### config.mk
export PLATFORM = sky130hd
export DESIGN_NAME = clipped_stretch_row_scheduler_flat
export DESIGN_NICKNAME = d
export VERILOG_FILES = /design/src/sv/cssr_pkg.sv /design/src/sv/cssr_if.sv /design/src/sv/cssr_div.sv /design/src/sv/cssr_dp.sv /design/src/sv/cssr_ctrl.sv /design/src/sv/clipped_stretch_row_scheduler.sv /design/src/flat_wrapper.sv
export VERILOG_INCLUDE_DIRS = /design/src /design/src/sv
export SDC_FILE = /design/constraint.sdc
export NUM_CORES = 2
export LEC_CHECK = 0
export BUFFER_PORTS_ARGS = -buffer_cell sky130_fd_sc_hd__buf_2
export CAP_MARGIN = 20
export CORE_ASPECT_RATIO = 2
export CORE_MARGIN = 1
export CORE_UTILIZATION = 40
export DETAILED_ROUTE_END_ITERATION = 6
export PLACE_DENSITY = 0.54
export SYNTH_ARGS = -nofsm -noshare
export SYNTH_HDL_FRONTEND = slang
export SYNTH_SLANG_ARGS = --single-unit
### constraint.sdc
create_clock -name clock -period 9.7 [get_ports clock]
set_input_delay 1.455 -clock clock [delete_from_list [all_inputs] [get_ports clock]]
set_output_delay 1.455 -clock clock [all_outputs]
set_load 0.1 [all_outputs]
### src/sv/clipped_stretch_row_scheduler_macros.svh
// Assertion macros shared by the clipped stretch row scheduler.
// Depends on nothing; included by the top level.
`ifndef CLIPPED_STRETCH_ROW_SCHEDULER_MACROS_SVH
`define CLIPPED_STRETCH_ROW_SCHEDULER_MACROS_SVH

// Same-cycle implication, disabled during reset.
`define CSSR_ASSERT_NOW(label, clk, rst, ante, cons) \
   label: assert property (@(posedge clk) disable iff (rst) (ante) |-> (cons)) \
      else $error("cssr assertion failed");

// Next-cycle implication, disabled during reset.
`define CSSR_ASSERT_NEXT(label, clk, rst, ante, cons) \
   label: assert property (@(posedge clk) disable iff (rst) (ante) |=> (cons)) \
      else $error("cssr assertion failed");

`endif

### src/sv/cssr_pkg.sv
// Package for the clipped stretch row scheduler: widths, codes and the
// command and status structs between controller and datapath. No dependencies.
package cssr_pkg;

   localparam int MAX_DIM   = 4096;
   localparam int DIM_W     = 13;
   localparam int ROW_W     = 12;
   localparam int PROD_W    = 2 * DIM_W;
   localparam int CNT_W     = $clog2(PROD_W);
   localparam int CSR_IDX_W = 3;
   localparam int NXS_W     = DIM_W + 2;

   localparam logic FUNC_START = 1'b0;
   localparam logic FUNC_NEXT  = 1'b1;

   typedef enum logic [CSR_IDX_W-1:0] {
      CSR_CLIP_X     = 3'd0,
      CSR_CLIP_Y     = 3'd1,
      CSR_CLIP_W     = 3'd2,
      CSR_CLIP_H     = 3'd3,
      CSR_DST_WIDTH  = 3'd4,
      CSR_DST_HEIGHT = 3'd5
   } csr_idx_type;

   typedef enum logic [1:0] {
      KIND_START = 2'd0,
      KIND_EMPTY = 2'd1,
      KIND_ROW   = 2'd2,
      KIND_IDLE  = 2'd3
   } kind_type;

   // Which division the shared datapath is working on.
   typedef enum logic [2:0] {
      PH_W = 3'd0,   // destination width
      PH_X = 3'd1,   // destination left edge
      PH_R = 3'd2,   // first destination row
      PH_M = 3'd3,   // starting step remainder
      PH_S = 3'd4    // row step carry
   } phase_type;

   typedef struct packed {
      logic      capture;
      logic      clip;
      logic      load_prod;
      logic      div_go;
      logic      latch;
      logic      nx_prep;
      logic      nx_keep;
      logic      commit;
      phase_type phase;
      kind_type  kind;
   } ctl_cmd_type;

   typedef struct packed {
      logic func_next;
      logic run_active;
      logic clip_empty;
      logic drow_over;
      logic need_div;
      logic row_end;
      logic div_done;
      logic out_free;
   } ctl_sts_type;

   // Clamp a wide quotient to the largest destination dimension.
   function automatic logic [DIM_W-1:0] sat_dim(input logic [PROD_W-1:0] v);
      logic [DIM_W-1:0] r;
      r = (v > PROD_W'(MAX_DIM)) ? DIM_W'(MAX_DIM) : v[DIM_W-1:0];
      return r;
   endfunction

endpackage

### src/sv/cssr_if.sv
// Channel interfaces of the clipped stretch row scheduler: request, response
// and register write channels. Depends on cssr_pkg.
interface cssr_req_if;
   import cssr_pkg::*;
   logic                    valid;
   logic                    ready;
   logic                    func;
   logic signed [DIM_W-1:0] rect_x;
   logic signed [DIM_W-1:0] rect_y;
   logic [DIM_W-1:0]        rect_w;
   logic [DIM_W-1:0]        rect_h;
   modport source(output valid, func, rect_x, rect_y, rect_w, rect_h, input ready);
   modport sink(input valid, func, rect_x, rect_y, rect_w, rect_h, output ready);
endinterface

interface cssr_rsp_if;
   import cssr_pkg::*;
   logic             valid;
   logic             ready;
   logic [1:0]       kind;
   logic [ROW_W-1:0] src_row;
   logic [ROW_W-1:0] dst_row;
   logic [DIM_W-1:0] dest_x;
   logic [DIM_W-1:0] dest_w;
   logic [DIM_W-1:0] rows_done;
   logic             last;
   modport source(output valid, kind, src_row, dst_row, dest_x, dest_w, rows_done, last,
                  input ready);
   modport sink(input valid, kind, src_row, dst_row, dest_x, dest_w, rows_done, last,
                output ready);
endinterface

interface cssr_csr_if;
   import cssr_pkg::*;
   logic                 valid;
   logic                 ready;
   logic [CSR_IDX_W-1:0] index;
   logic [DIM_W-1:0]     data;
   modport source(output valid, index, data, input ready);
   modport sink(input valid, index, data, output ready);
endinterface

### src/sv/cssr_div.sv
// Restoring divider, one quotient bit per cycle, for the scheduler datapath.
// Depends on cssr_pkg.
module cssr_div (
   input  logic                         clock,
   input  logic                         reset,
   input  logic                         start,
   input  logic [cssr_pkg::PROD_W-1:0]  dividend,
   input  logic [cssr_pkg::DIM_W-1:0]   divisor,
   output logic [cssr_pkg::PROD_W-1:0]  quo,
   output logic [cssr_pkg::DIM_W-1:0]   rem,
   output logic                         done
);
   import cssr_pkg::*;

   logic [PROD_W-1:0] quo_ff;
   logic [DIM_W-1:0]  rem_ff;
   logic [DIM_W-1:0]  dvs_ff;
   logic [CNT_W-1:0]  cnt_ff;
   logic              busy_ff;
   logic              done_ff;
   logic [DIM_W:0]    trial;
   logic              fits;

   // One trial subtraction of the shifted partial remainder.
   assign trial = {rem_ff, quo_ff[PROD_W-1]};
   assign fits  = (trial >= {1'b0, dvs_ff});

   always_ff @(posedge clock) begin
      if (reset) begin
         busy_ff <= 1'b0;
         done_ff <= 1'b0;
         cnt_ff  <= '0;
      end else begin
         done_ff <= 1'b0;
         if (start) begin
            busy_ff <= 1'b1;
            cnt_ff  <= '0;
         end else if (busy_ff) begin
            cnt_ff <= cnt_ff + CNT_W'(1);
            if (cnt_ff == CNT_W'(PROD_W - 1)) begin
               busy_ff <= 1'b0;
               done_ff <= 1'b1;
            end
         end
      end
   end

   // Datapath of the shift-subtract loop.
   always_ff @(posedge clock) begin
      if (start) begin
         quo_ff <= dividend;
         rem_ff <= '0;
         dvs_ff <= divisor;
      end else if (busy_ff) begin
         quo_ff <= {quo_ff[PROD_W-2:0], fits};
         rem_ff <= fits ? DIM_W'(trial - {1'b0, dvs_ff}) : trial[DIM_W-1:0];
      end
   end

   assign quo  = quo_ff;
   assign rem  = rem_ff;
   assign done = done_ff;
endmodule

### src/sv/cssr_dp.sv
// Datapath of the scheduler: registers, clipping, multiplier, divider, run
// state and the response register. Depends on cssr_pkg, cssr_if and cssr_div.
module cssr_dp (
   input  logic                  clock,
   input  logic                  reset,
   input  cssr_pkg::ctl_cmd_type cmd,
   output cssr_pkg::ctl_sts_type sts,
   cssr_req_if.sink              req_ch,
   cssr_rsp_if.source            rsp_ch,
   cssr_csr_if.sink              csr_ch
);
   import cssr_pkg::*;

   // Configuration registers.
   logic [ROW_W-1:0] clip_x_ff, clip_y_ff;
   logic [DIM_W-1:0] clip_w_ff, clip_h_ff, dst_width_ff, dst_height_ff;

   // Captured word and clipped rectangle.
   logic                    func_ff;
   logic signed [DIM_W-1:0] rect_x_ff, rect_y_ff;
   logic [DIM_W-1:0]        rect_w_ff, rect_h_ff;
   logic [DIM_W-1:0]        dxrel_ff, cw2_ff, rel_ff, ch2_ff;
   logic                    empty_ff;

   // Start results.
   logic [PROD_W-1:0] prod_ff;
   logic [DIM_W-1:0]  dw_ff, dx_ff, drow_ff, r1_ff, srem_ff;

   // Row step working values.
   logic [DIM_W-1:0] nx_dst_ff, nx_rem_ff;
   logic [DIM_W:0]   nx_sum_ff;
   logic [NXS_W-1:0] nx_src_ff;

   // Run state.
   logic             run_active_ff;
   logic [DIM_W-1:0] cur_src_rel_ff, end_src_rel_ff, cur_dst_row_ff;
   logic [DIM_W-1:0] step_rem_ff, start_dst_row_ff, saved_dest_x_ff, saved_dest_w_ff;

   // Response register.
   logic             rsp_valid_ff;
   logic [1:0]       kind_ff;
   logic [ROW_W-1:0] src_row_ff, dst_row_ff;
   logic [DIM_W-1:0] dest_x_ff, dest_w_ff, rows_done_ff;
   logic             last_ff;

   // Clipping against the window in a signed 16-bit frame.
   logic signed [15:0] x_s, y_s, w_s, h_s, cx_s, cy_s, cw_s, ch_s;
   logic signed [15:0] x1, y1, w1, h1, w2, h2, xlim, ylim;
   logic               disjoint, empty;

   always_comb begin
      x_s  = {{3{rect_x_ff[DIM_W-1]}}, rect_x_ff};
      y_s  = {{3{rect_y_ff[DIM_W-1]}}, rect_y_ff};
      w_s  = {3'b000, rect_w_ff};
      h_s  = {3'b000, rect_h_ff};
      cx_s = {4'b0000, clip_x_ff};
      cy_s = {4'b0000, clip_y_ff};
      cw_s = {3'b000, clip_w_ff};
      ch_s = {3'b000, clip_h_ff};
      disjoint = (x_s > cx_s + cw_s) || (x_s + w_s < cx_s) ||
                 (y_s > cy_s + ch_s) || (y_s + h_s < cy_s);
      x1   = (x_s < cx_s) ? cx_s : x_s;
      w1   = (x_s < cx_s) ? w_s - (cx_s - x_s) : w_s;
      xlim = cx_s + cw_s - x1;
      w2   = (w1 > xlim) ? xlim : w1;
      y1   = (y_s < cy_s) ? cy_s : y_s;
      h1   = (y_s < cy_s) ? h_s - (cy_s - y_s) : h_s;
      ylim = cy_s + ch_s - y1;
      h2   = (h1 > ylim) ? ylim : h1;
      empty = (clip_w_ff == '0) || (clip_h_ff == '0) || (dst_height_ff == '0) ||
              disjoint || (w2 <= 16'sd0) || (h2 <= 16'sd0);
   end

   // Operand selection for the multiplier and the divider.
   logic [DIM_W-1:0]  mul_a, mul_b, mul_c, dvs;
   logic [PROD_W-1:0] mul_p, prod_in;

   always_comb begin
      case (cmd.phase)
         PH_W: begin
            mul_a = cw2_ff;  mul_b = dst_width_ff;  mul_c = '0;
            dvs   = clip_w_ff;
         end
         PH_X: begin
            mul_a = dxrel_ff; mul_b = dst_width_ff; mul_c = '0;
            dvs   = clip_w_ff;
         end
         PH_R: begin
            mul_a = rel_ff;  mul_b = dst_height_ff; mul_c = clip_h_ff - DIM_W'(1);
            dvs   = clip_h_ff;
         end
         default: begin
            mul_a = '0;      mul_b = '0;            mul_c = '0;
            dvs   = dst_height_ff;
         end
      endcase
      mul_p = {{DIM_W{1'b0}}, mul_a} * {{DIM_W{1'b0}}, mul_b};
      case (cmd.phase)
         PH_M:    prod_in = PROD_W'(clip_h_ff - DIM_W'(1) - r1_ff);
         PH_S:    prod_in = PROD_W'(nx_sum_ff);
         default: prod_in = mul_p + PROD_W'(mul_c);
      endcase
   end

   logic [PROD_W-1:0] div_quo;
   logic [DIM_W-1:0]  div_rem;
   logic              div_done;

   cssr_div u_div (
      .clock    (clock),
      .reset    (reset),
      .start    (cmd.div_go),
      .dividend (prod_ff),
      .divisor  (dvs),
      .quo      (div_quo),
      .rem      (div_rem),
      .done     (div_done)
   );

   // Row pair outcome and count.
   logic             row_end, row_done;
   logic [DIM_W-1:0] rows_diff, rows_sat;

   always_comb begin
      row_end   = (nx_dst_ff >= dst_height_ff);
      row_done  = row_end || (nx_src_ff >= NXS_W'(end_src_rel_ff));
      rows_diff = nx_dst_ff - start_dst_row_ff;
      rows_sat  = (rows_diff > DIM_W'(MAX_DIM)) ? DIM_W'(MAX_DIM) : rows_diff;
   end

   logic out_free;
   assign out_free = !rsp_valid_ff || rsp_ch.ready;

   // Fields of the word that a commit loads; unused fields stay zero.
   logic [ROW_W-1:0] src_row_in, dst_row_in;
   logic [DIM_W-1:0] dest_x_in, dest_w_in, rows_done_in;
   logic             last_in;

   always_comb begin
      src_row_in   = '0;
      dst_row_in   = '0;
      dest_x_in    = '0;
      dest_w_in    = '0;
      rows_done_in = '0;
      last_in      = 1'b0;
      case (cmd.kind)
         KIND_START: begin
            src_row_in = clip_y_ff + rel_ff[ROW_W-1:0];
            dst_row_in = drow_ff[ROW_W-1:0];
            dest_x_in  = dx_ff;
            dest_w_in  = dw_ff;
         end
         KIND_ROW: begin
            src_row_in   = clip_y_ff + cur_src_rel_ff[ROW_W-1:0];
            dst_row_in   = cur_dst_row_ff[ROW_W-1:0];
            dest_x_in    = saved_dest_x_ff;
            dest_w_in    = saved_dest_w_ff;
            rows_done_in = rows_sat;
            last_in      = row_done;
         end
         default: ;
      endcase
   end

   // Configuration writes.
   always_ff @(posedge clock) begin
      if (reset) begin
         clip_x_ff     <= '0;
         clip_y_ff     <= '0;
         clip_w_ff     <= DIM_W'(640);
         clip_h_ff     <= DIM_W'(480);
         dst_width_ff  <= DIM_W'(640);
         dst_height_ff <= DIM_W'(480);
      end else if (csr_ch.valid) begin
         case (csr_ch.index)
            CSR_CLIP_X:     clip_x_ff     <= csr_ch.data[ROW_W-1:0];
            CSR_CLIP_Y:     clip_y_ff     <= csr_ch.data[ROW_W-1:0];
            CSR_CLIP_W:     clip_w_ff     <= csr_ch.data;
            CSR_CLIP_H:     clip_h_ff     <= csr_ch.data;
            CSR_DST_WIDTH:  dst_width_ff  <= csr_ch.data;
            CSR_DST_HEIGHT: dst_height_ff <= csr_ch.data;
            default: ;
         endcase
      end
   end

   // Working registers of the start and row step sequences.
   always_ff @(posedge clock) begin
      if (cmd.capture) begin
         func_ff   <= req_ch.func;
         rect_x_ff <= req_ch.rect_x;
         rect_y_ff <= req_ch.rect_y;
         rect_w_ff <= req_ch.rect_w;
         rect_h_ff <= req_ch.rect_h;
      end
      if (cmd.clip) begin
         dxrel_ff <= DIM_W'(x1 - cx_s);
         cw2_ff   <= DIM_W'(w2);
         rel_ff   <= DIM_W'(y1 - cy_s);
         ch2_ff   <= DIM_W'(h2);
         empty_ff <= empty;
      end
      if (cmd.load_prod) begin
         prod_ff <= prod_in;
      end
      if (cmd.latch) begin
         case (cmd.phase)
            PH_W: dw_ff <= sat_dim(div_quo);
            PH_X: dx_ff <= sat_dim(div_quo);
            PH_R: begin
               drow_ff <= div_quo[DIM_W-1:0];
               r1_ff   <= div_rem;
            end
            PH_M: srem_ff <= div_rem;
            PH_S: begin
               nx_rem_ff <= div_rem;
               nx_src_ff <= NXS_W'(cur_src_rel_ff) + div_quo[NXS_W-1:0];
            end
            default: ;
         endcase
      end
      if (cmd.nx_prep) begin
         nx_dst_ff <= cur_dst_row_ff + DIM_W'(1);
         nx_sum_ff <= {1'b0, step_rem_ff} + {1'b0, clip_h_ff};
      end
      if (cmd.nx_keep) begin
         nx_rem_ff <= nx_sum_ff[DIM_W-1:0];
         nx_src_ff <= NXS_W'(cur_src_rel_ff);
      end
   end

   // Run state and response register, loaded on a commit; valid clears on a take.
   always_ff @(posedge clock) begin
      if (reset) begin
         rsp_valid_ff     <= 1'b0;
         run_active_ff    <= 1'b0;
         cur_src_rel_ff   <= '0;
         end_src_rel_ff   <= '0;
         cur_dst_row_ff   <= '0;
         step_rem_ff      <= '0;
         start_dst_row_ff <= '0;
         saved_dest_x_ff  <= '0;
         saved_dest_w_ff  <= '0;
      end else begin
         // A commit only happens into a free register, so it wins over the take.
         if (cmd.commit) begin
            rsp_valid_ff <= 1'b1;
         end else if (rsp_valid_ff && rsp_ch.ready) begin
            rsp_valid_ff <= 1'b0;
         end
         if (cmd.commit) begin
            kind_ff      <= cmd.kind;
            src_row_ff   <= src_row_in;
            dst_row_ff   <= dst_row_in;
            dest_x_ff    <= dest_x_in;
            dest_w_ff    <= dest_w_in;
            rows_done_ff <= rows_done_in;
            last_ff      <= last_in;
            case (cmd.kind)
               KIND_START: begin
                  run_active_ff    <= 1'b1;
                  cur_src_rel_ff   <= rel_ff;
                  end_src_rel_ff   <= rel_ff + ch2_ff;
                  cur_dst_row_ff   <= drow_ff;
                  step_rem_ff      <= srem_ff;
                  start_dst_row_ff <= drow_ff;
                  saved_dest_x_ff  <= dx_ff;
                  saved_dest_w_ff  <= dw_ff;
               end
               KIND_EMPTY: begin
                  run_active_ff <= 1'b0;
               end
               KIND_ROW: begin
                  run_active_ff  <= !row_done;
                  cur_dst_row_ff <= nx_dst_ff;
                  step_rem_ff    <= nx_rem_ff;
                  cur_src_rel_ff <= nx_src_ff[DIM_W-1:0];
               end
               default: ;
            endcase
         end
      end
   end

   // Status toward the controller.
   always_comb begin
      sts.func_next  = (func_ff == FUNC_NEXT);
      sts.run_active = run_active_ff;
      sts.clip_empty = empty_ff;
      sts.drow_over  = (drow_ff >= dst_height_ff);
      sts.need_div   = (nx_sum_ff >= {1'b0, dst_height_ff});
      sts.row_end    = row_end;
      sts.div_done   = div_done;
      sts.out_free   = out_free;
   end

   assign csr_ch.ready     = 1'b1;
   assign rsp_ch.valid     = rsp_valid_ff;
   assign rsp_ch.kind      = kind_ff;
   assign rsp_ch.src_row   = src_row_ff;
   assign rsp_ch.dst_row   = dst_row_ff;
   assign rsp_ch.dest_x    = dest_x_ff;
   assign rsp_ch.dest_w    = dest_w_ff;
   assign rsp_ch.rows_done = rows_done_ff;
   assign rsp_ch.last      = last_ff;
endmodule

### src/sv/cssr_ctrl.sv
// Controller of the scheduler: sequences clipping, the four start divisions
// and the row step, and commits each result. Depends on cssr_pkg.
module cssr_ctrl (
   input  logic                  clock,
   input  logic                  reset,
   input  logic                  req_valid,
   output logic                  req_ready,
   input  cssr_pkg::ctl_sts_type sts,
   output cssr_pkg::ctl_cmd_type cmd
);
   import cssr_pkg::*;

   typedef enum logic [2:0] {
      S_IDLE, S_CLIP, S_MUL, S_GO, S_WAIT, S_NXPREP, S_NXCHK, S_OUT
   } state_type;

   state_type state_ff, state_in;
   phase_type phase_ff, phase_in;
   kind_type  kind_ff, kind_in;

   // Next state and commands.
   always_comb begin
      state_in = state_ff;
      phase_in = phase_ff;
      kind_in  = kind_ff;
      cmd      = '0;
      cmd.phase = phase_ff;
      cmd.kind  = kind_ff;
      case (state_ff)
         S_IDLE: begin
            cmd.capture = req_valid;
            if (req_valid) begin
               state_in = S_CLIP;
            end
         end
         S_CLIP: begin
            if (sts.func_next) begin
               state_in = S_NXPREP;
            end else begin
               cmd.clip = 1'b1;
               phase_in = PH_W;
               state_in = S_MUL;
            end
         end
         S_MUL: begin
            if ((phase_ff == PH_W && sts.clip_empty) ||
                (phase_ff == PH_M && sts.drow_over)) begin
               kind_in  = KIND_EMPTY;
               state_in = S_OUT;
            end else begin
               cmd.load_prod = 1'b1;
               state_in      = S_GO;
            end
         end
         S_GO: begin
            cmd.div_go = 1'b1;
            state_in   = S_WAIT;
         end
         S_WAIT: begin
            if (sts.div_done) begin
               cmd.latch = 1'b1;
               case (phase_ff)
                  PH_W: begin phase_in = PH_X; state_in = S_MUL; end
                  PH_X: begin phase_in = PH_R; state_in = S_MUL; end
                  PH_R: begin phase_in = PH_M; state_in = S_MUL; end
                  PH_M: begin kind_in = KIND_START; state_in = S_OUT; end
                  default: begin kind_in = KIND_ROW; state_in = S_OUT; end
               endcase
            end
         end
         S_NXPREP: begin
            if (!sts.run_active) begin
               kind_in  = KIND_IDLE;
               state_in = S_OUT;
            end else begin
               cmd.nx_prep = 1'b1;
               state_in    = S_NXCHK;
            end
         end
         S_NXCHK: begin
            if (sts.need_div && !sts.row_end) begin
               phase_in = PH_S;
               state_in = S_MUL;
            end else begin
               cmd.nx_keep = 1'b1;
               kind_in     = KIND_ROW;
               state_in    = S_OUT;
            end
         end
         S_OUT: begin
            if (sts.out_free) begin
               cmd.commit = 1'b1;
               state_in   = S_IDLE;
            end
         end
         default: state_in = S_IDLE;
      endcase
   end

   always_ff @(posedge clock) begin
      if (reset) begin
         state_ff <= S_IDLE;
         phase_ff <= PH_W;
         kind_ff  <= KIND_IDLE;
      end else begin
         state_ff <= state_in;
         phase_ff <= phase_in;
         kind_ff  <= kind_in;
      end
   end

   assign req_ready = (state_ff == S_IDLE);
endmodule

### src/sv/clipped_stretch_row_scheduler.sv
// Clipped stretch row scheduler, top level.
// req_ch takes one word at a time: func 0 starts a rectangle (clipped to the
// clip window, then scaled to the destination), func 1 asks for the next
// source/destination row pair. rsp_ch returns exactly one word per request.
// csr_ch writes the six window and destination registers; it is always
// ready and must only be used while no request is in flight.
// An accepted start word runs four divisions on one shared restoring divider,
// each with operand load, launch, the quotient steps and the done handoff,
// plus clipping and commit. An empty start leaves early. A row request
// needs the divider only when the row step carries past the destination
// height; a row request with no run active skips the row step.
// One request is worked on at a time; req_ch.ready returns once the result
// sits in the response register, so the next word is taken while the
// receiver still holds off. A stalled response holds its word and blocks
// the following result until it is taken.
// Reset is synchronous; it loads the register defaults and ends any run.
// Depends on cssr_pkg, cssr_if, cssr_ctrl, cssr_dp and the macro header.
module clipped_stretch_row_scheduler (
   input  logic        clock,
   input  logic        reset,
   cssr_req_if.sink    req_ch,
   cssr_rsp_if.source  rsp_ch,
   cssr_csr_if.sink    csr_ch
);
   import cssr_pkg::*;
   `include "clipped_stretch_row_scheduler_macros.svh"

   ctl_cmd_type cmd;
   ctl_sts_type sts;
   logic        ctl_req_ready;

   cssr_ctrl u_ctrl (
      .clock     (clock),
      .reset     (reset),
      .req_valid (req_ch.valid),
      .req_ready (ctl_req_ready),
      .sts       (sts),
      .cmd       (cmd)
   );

   cssr_dp u_dp (
      .clock  (clock),
      .reset  (reset),
      .cmd    (cmd),
      .sts    (sts),
      .req_ch (req_ch),
      .rsp_ch (rsp_ch),
      .csr_ch (csr_ch)
   );

   assign req_ch.ready = ctl_req_ready;

   // A result is only committed into a free response register.
   `CSSR_ASSERT_NOW(a_commit_free, clock, reset, cmd.commit, sts.out_free)
   // An accepted word never produces its result in the following cycle.
   `CSSR_ASSERT_NEXT(a_no_instant, clock, reset, req_ch.valid && req_ch.ready, !cmd.commit)
   // The divider cannot finish right after it is started.
   `CSSR_ASSERT_NEXT(a_div_latency, clock, reset, cmd.div_go, !sts.div_done)
endmodule
### src/flat_wrapper.sv
// flat-port wrapper written by rule: the top's interface ports become plain ports
module clipped_stretch_row_scheduler_flat import cssr_pkg::*;
  (clock, reset, req_ch_valid, req_ch_func, req_ch_rect_x, req_ch_rect_y, req_ch_rect_w, req_ch_rect_h, req_ch_ready, rsp_ch_valid, rsp_ch_kind, rsp_ch_src_row, rsp_ch_dst_row, rsp_ch_dest_x, rsp_ch_dest_w, rsp_ch_rows_done, rsp_ch_last, rsp_ch_ready, csr_ch_valid, csr_ch_index, csr_ch_data, csr_ch_ready);
  cssr_req_if req_ch_i ();
  cssr_rsp_if rsp_ch_i ();
  cssr_csr_if csr_ch_i ();
  input  logic clock;
  input  logic reset;
  input wire logic [$bits(req_ch_i.valid)-1:0] req_ch_valid;
  input wire logic [$bits(req_ch_i.func)-1:0] req_ch_func;
  input wire logic [$bits(req_ch_i.rect_x)-1:0] req_ch_rect_x;
  input wire logic [$bits(req_ch_i.rect_y)-1:0] req_ch_rect_y;
  input wire logic [$bits(req_ch_i.rect_w)-1:0] req_ch_rect_w;
  input wire logic [$bits(req_ch_i.rect_h)-1:0] req_ch_rect_h;
  output wire logic [$bits(req_ch_i.ready)-1:0] req_ch_ready;
  output wire logic [$bits(rsp_ch_i.valid)-1:0] rsp_ch_valid;
  output wire logic [$bits(rsp_ch_i.kind)-1:0] rsp_ch_kind;
  output wire logic [$bits(rsp_ch_i.src_row)-1:0] rsp_ch_src_row;
  output wire logic [$bits(rsp_ch_i.dst_row)-1:0] rsp_ch_dst_row;
  output wire logic [$bits(rsp_ch_i.dest_x)-1:0] rsp_ch_dest_x;
  output wire logic [$bits(rsp_ch_i.dest_w)-1:0] rsp_ch_dest_w;
  output wire logic [$bits(rsp_ch_i.rows_done)-1:0] rsp_ch_rows_done;
  output wire logic [$bits(rsp_ch_i.last)-1:0] rsp_ch_last;
  input wire logic [$bits(rsp_ch_i.ready)-1:0] rsp_ch_ready;
  input wire logic [$bits(csr_ch_i.valid)-1:0] csr_ch_valid;
  input wire logic [$bits(csr_ch_i.index)-1:0] csr_ch_index;
  input wire logic [$bits(csr_ch_i.data)-1:0] csr_ch_data;
  output wire logic [$bits(csr_ch_i.ready)-1:0] csr_ch_ready;
  assign req_ch_i.valid = req_ch_valid;
  assign req_ch_i.func = req_ch_func;
  assign req_ch_i.rect_x = req_ch_rect_x;
  assign req_ch_i.rect_y = req_ch_rect_y;
  assign req_ch_i.rect_w = req_ch_rect_w;
  assign req_ch_i.rect_h = req_ch_rect_h;
  assign req_ch_ready = req_ch_i.ready;
  assign rsp_ch_valid = rsp_ch_i.valid;
  assign rsp_ch_kind = rsp_ch_i.kind;
  assign rsp_ch_src_row = rsp_ch_i.src_row;
  assign rsp_ch_dst_row = rsp_ch_i.dst_row;
  assign rsp_ch_dest_x = rsp_ch_i.dest_x;
  assign rsp_ch_dest_w = rsp_ch_i.dest_w;
  assign rsp_ch_rows_done = rsp_ch_i.rows_done;
  assign rsp_ch_last = rsp_ch_i.last;
  assign rsp_ch_i.ready = rsp_ch_ready;
  assign csr_ch_i.valid = csr_ch_valid;
  assign csr_ch_i.index = csr_ch_index;
  assign csr_ch_i.data = csr_ch_data;
  assign csr_ch_ready = csr_ch_i.ready;
  clipped_stretch_row_scheduler u_core (.clock(clock), .reset(reset), .req_ch(req_ch_i), .rsp_ch(rsp_ch_i), .csr_ch(csr_ch_i));
endmodule
==> load_flow_metrics.sql <==
INSERT INTO impl_metrics (metric_group, metric, value, unit) VALUES
('outcome', 'run_status', 'finished clean', ''),
('clock_network', 'worst_skew_pair.late_latency', '0.67', 'ns'),
('placed_design', 'place_worst_setup_slack', '0.619', 'ns'),
('floorplanning', 'boundaryPins', '143', ''),
('clock_network', 'cts_repair_resize_count', '0', ''),
('global_routing', 'initial_antenna_violation_count', '8', ''),
('placed_design', 'io_buffers', '141', ''),
('routing', 'drtPass1Iterations', '6', ''),
('power_and_ir_drop', 'cell_internal_pwr', '6.29', 'mW'),
('global_routing', 'grt.overflow.total', '0', ''),
('worst_setup_path', 'timing.critical_path.required', '10.24', 'ns'),
('clock_network', 'tritoncts', 'yes', ''),
('logic_synthesis', 'synthesis.area_per_instance', '9.11', 'um^2'),
('worst_setup_path', 'slowest_delay', '0.58', 'ns'),
('sta', 'achievable-frequency', '112', 'MHz'),
('clock_network', 'clock_tree.root_cell', 'clkbuf_16', ''),
('logic_synthesis', 'post_synth_edffs', '355', ''),
('sta', 'fin_setup_tns', '0', 'ns'),
('placed_design', 'placedCellCount', '6044', ''),
('logic_synthesis', 'fraction_of_registers_with_async_set_or_reset_after_synthesis', '0', '%'),
('cells_and_area', 'final_cell_count_no_fill', '6151', ''),
('cells_and_area', 'layout.cell_area.non_filler', '46400', 'um^2'),
('sta', 'slew-limit-headroom', '26.4', '%'),
('global_routing', 'grt_use_met3', '3.29', '%'),
('routing', 'vias', '33700', ''),
('cells_and_area', 'syn2layout_area_growth', '10.1', '%'),
('power_and_ir_drop', 'total_power', '11.3', 'mW'),
('clock_network', 'cts_setup_buffers', '0', ''),
('global_routing', 'first_global_vias', '35000', ''),
('routing', 'via_per_inst', '5.49', ''),
('logic_synthesis', 'synth_flop_cell', 'edfxtp_1', ''),
('logic_synthesis', 'synth.ff_latch_count', '554', ''),
('cells_and_area', 'final_util', '44.3', '%'),
('clock_network', 'cts_max_path_buffers', '3', ''),
('global_routing', 'grt_max_degree', '100', ''),
('sta', 'finalCritPeriodShare', '92.2', '%'),
('clock_network', 'cts.reportedPaths.clkPinSlew', '0.07', 'ns'),
('worst_setup_path', 'critPathSlowestCell', 'a21oi_1', ''),
('sta', 'grt_setup_unrepaired', 'no', ''),
('power_and_ir_drop', 'p_sw', '5.03', 'mW'),
('clock_network', 'holdBufCountCts', '0', ''),
('worst_setup_path', 'worst_setup_path_end_kind', 'register', ''),
('routing', 'count_of_unresolved_drc_violations_after_routing', '0', ''),
('global_routing', 'global_route_wire_length_before_repair', '214000', 'um'),
('cells_and_area', 'finish.net_count', '5461', ''),
('hold_path', 'hold_path.class', 'register to register', ''),
('placed_design', 'dpl-instance-area', '44600', 'um^2'),
('sta', 'final_hold_viol_count', '0', ''),
('logic_synthesis', 'synth_nets', '5344', ''),
('global_routing', 'groute.layer.met1.usage', '24.8', '%'),
('power_and_ir_drop', 'comb_power_share', '52.8', '%'),
('sta', 'worst_max_slew_pin_slew', '1.10', 'ns'),
('floorplanning', 'placementRows', '168', ''),
('logic_synthesis', 'synth_cell_type_count', '80', ''),
('power_and_ir_drop', 'p_seq_share', '28.3', '%'),
('placed_design', 'dpl.hpwl', '116000', 'um'),
('routing', 'route.final.wire_length', '143000', 'um'),
('routing', 'detailedRoute.firstIterationViolations', '1908', ''),
('cells_and_area', 'post_route_cells_drive_above_1_share', '7.73', '%'),
('worst_setup_path', 'setup.worst_path.class', 'register to register', ''),
('power_and_ir_drop', 'leak', '19.8', 'nW'),
('placed_design', 'globalplace.congestion', '0.952', ''),
('floorplanning', 'core_region_area', '105000', 'um^2'),
('worst_setup_path', 'arrival_time_at_the_worst_endpoint', '9.48', 'ns'),
('cells_and_area', 'layout_common_cells', 'nand2_1, inv_1, ha_1', ''),
('logic_synthesis', 'syn_inst', '4623', ''),
('cells_and_area', 'layout_commonest_cell', 'nand2_1', ''),
('global_routing', 'groute.usage.overall', '27.2', '%'),
('clock_network', 'number_of_sinks_driven_by_the_clock_tree', '554', ''),
('clock_network', 'cts_htree_levels', '2', ''),
('floorplanning', 'die-height', '461', 'um');
-- Yosys cell counts, types with 6 or more instances --
cell type / n / area share (%)
a211o_1: 9 / 0.19
a211oi_1: 32 / 0.57
a21boi_0: 26 / 0.46
a21o_1: 81 / 1.4
a21oi_1: 323 / 3.8
a22oi_1: 22 / 0.39
a311oi_1: 42 / 0.87
a31oi_1: 23 / 0.34
and2_1: 40 / 0.59
and3_1: 30 / 0.45
buf_1: 13 / 0.12
clkbuf_1: 141 / 1.3
dfxtp_1: 199 / 9.5
edfxtp_1: 355 / 25
fa_1: 171 / 8.1
ha_1: 476 / 14
inv_1: 517 / 4.6
mux2_2: 18 / 0.48
mux2i_1: 84 / 2.0
nand2_1: 703 / 6.3
nand2b_1: 38 / 0.56
nand3_1: 67 / 0.80
nand3b_1: 8 / 0.14
nand4_1: 38 / 0.56
nor2_1: 312 / 2.8
nor2b_1: 46 / 0.68
nor3_1: 87 / 1.0
nor3b_1: 6 / 0.11
nor4_1: 26 / 0.39
o2111ai_1: 7 / 0.15
o211ai_1: 19 / 0.34
o21a_1: 34 / 0.61
o21ai_0: 189 / 2.2
o21ai_1: 6 / 0.071
o21bai_1: 36 / 0.64
o22ai_1: 25 / 0.37
o311ai_0: 6 / 0.12
o31ai_1: 13 / 0.23
o41ai_1: 9 / 0.19
or2_2: 15 / 0.22
or3_1: 31 / 0.46
or4_1: 6 / 0.11
xnor2_1: 129 / 2.7
xor2_1: 87 / 1.8
-- sequential cells by signal, summed over array words and instances (netlist names), 14 cells and up --
| name | count |
|---|---|
| u_core.u_dp.nx_src_ff | 15 |
| u_core.u_dp.nx_sum_ff | 14 |
| u_core.u_dp.prod_ff | 26 |
| u_core.u_dp.u_div.quo | 26 |
-- final timing paths --
check | startpoint | endpoint | slack [ns] | cells after the start
worst max-delay path | u_core.u_dp.rect_y_ff[1] | u_core.u_dp.empty_ff | 0.76 | 35
worst min-delay path | u_core.u_dp.end_src_rel_ff[4] | u_core.u_dp.end_src_rel_ff[4] | 0.45 | 2
worst max register to register | u_core.u_dp.rect_y_ff[1] | u_core.u_dp.empty_ff | 0.76 | 35
worst min register to register | u_core.u_dp.end_src_rel_ff[4] | u_core.u_dp.end_src_rel_ff[4] | 0.45 | 2
-- area by class of cell --
class                      count  area (um^2)
clock buffer                  80         1560
antenna                        6         15.0
fill                       10400        58300
clock inverter                21          176
tap                         1360         1700
multi-input combinational   3393        25000
sequential                   554        14600
inverter                     518         1940
timing repair buffer         219         1300
-- cell families (layout without fill, tap and decap cells) --
logic type,Yosys count,in the layout,synth area share [%]
compound gates,956,956,14.3
xor+xnor,218,218,4.60
fa+ha+maj,647,647,22.3
buf+inv,676,838,6.06
flops,554,554,34.8
mux,102,102,2.48
other cells,1,7,0.00890
simple gates,1469,1469,15.5
-- routing by layer --
layer | vias up | part of all wire [%]
met3 | 395 | 3.5
li1 | 16300 | -
met2 | 857 | 54
met1 | 16200 | 33
met5 | - | 0.032
met4 | 6 | 9.7
-- worst max-delay path, delay by kind of cell (launching register included) --
family / cells / cell delay (ns)
AO/OA/AOI/OAI: 19 / 4.75
AND/OR/NAND/NOR: 9 / 1.68
adder cells (fa/ha/maj): 4 / 1.25
flip-flops: 1 / 0.47
multiplexers: 1 / 0.36
buffers and inverters: 1 / 0.14
XOR/XNOR: 1 / 0.13
-- power groups by stage --
stage	sequential [mW]	clock (mW)	combinational [mW]
2_1_floorplan	3.08	0	4.18
3_3_place_gp	3.24	0	5.90
3_5_place_dp	3.25	0	5.93
4_1_cts	3.19	2.21	5.97
5_1_grt	3.21	2.28	6.62
6_report	3.20	2.15	5.97
(Power assumes the default switching activity.)
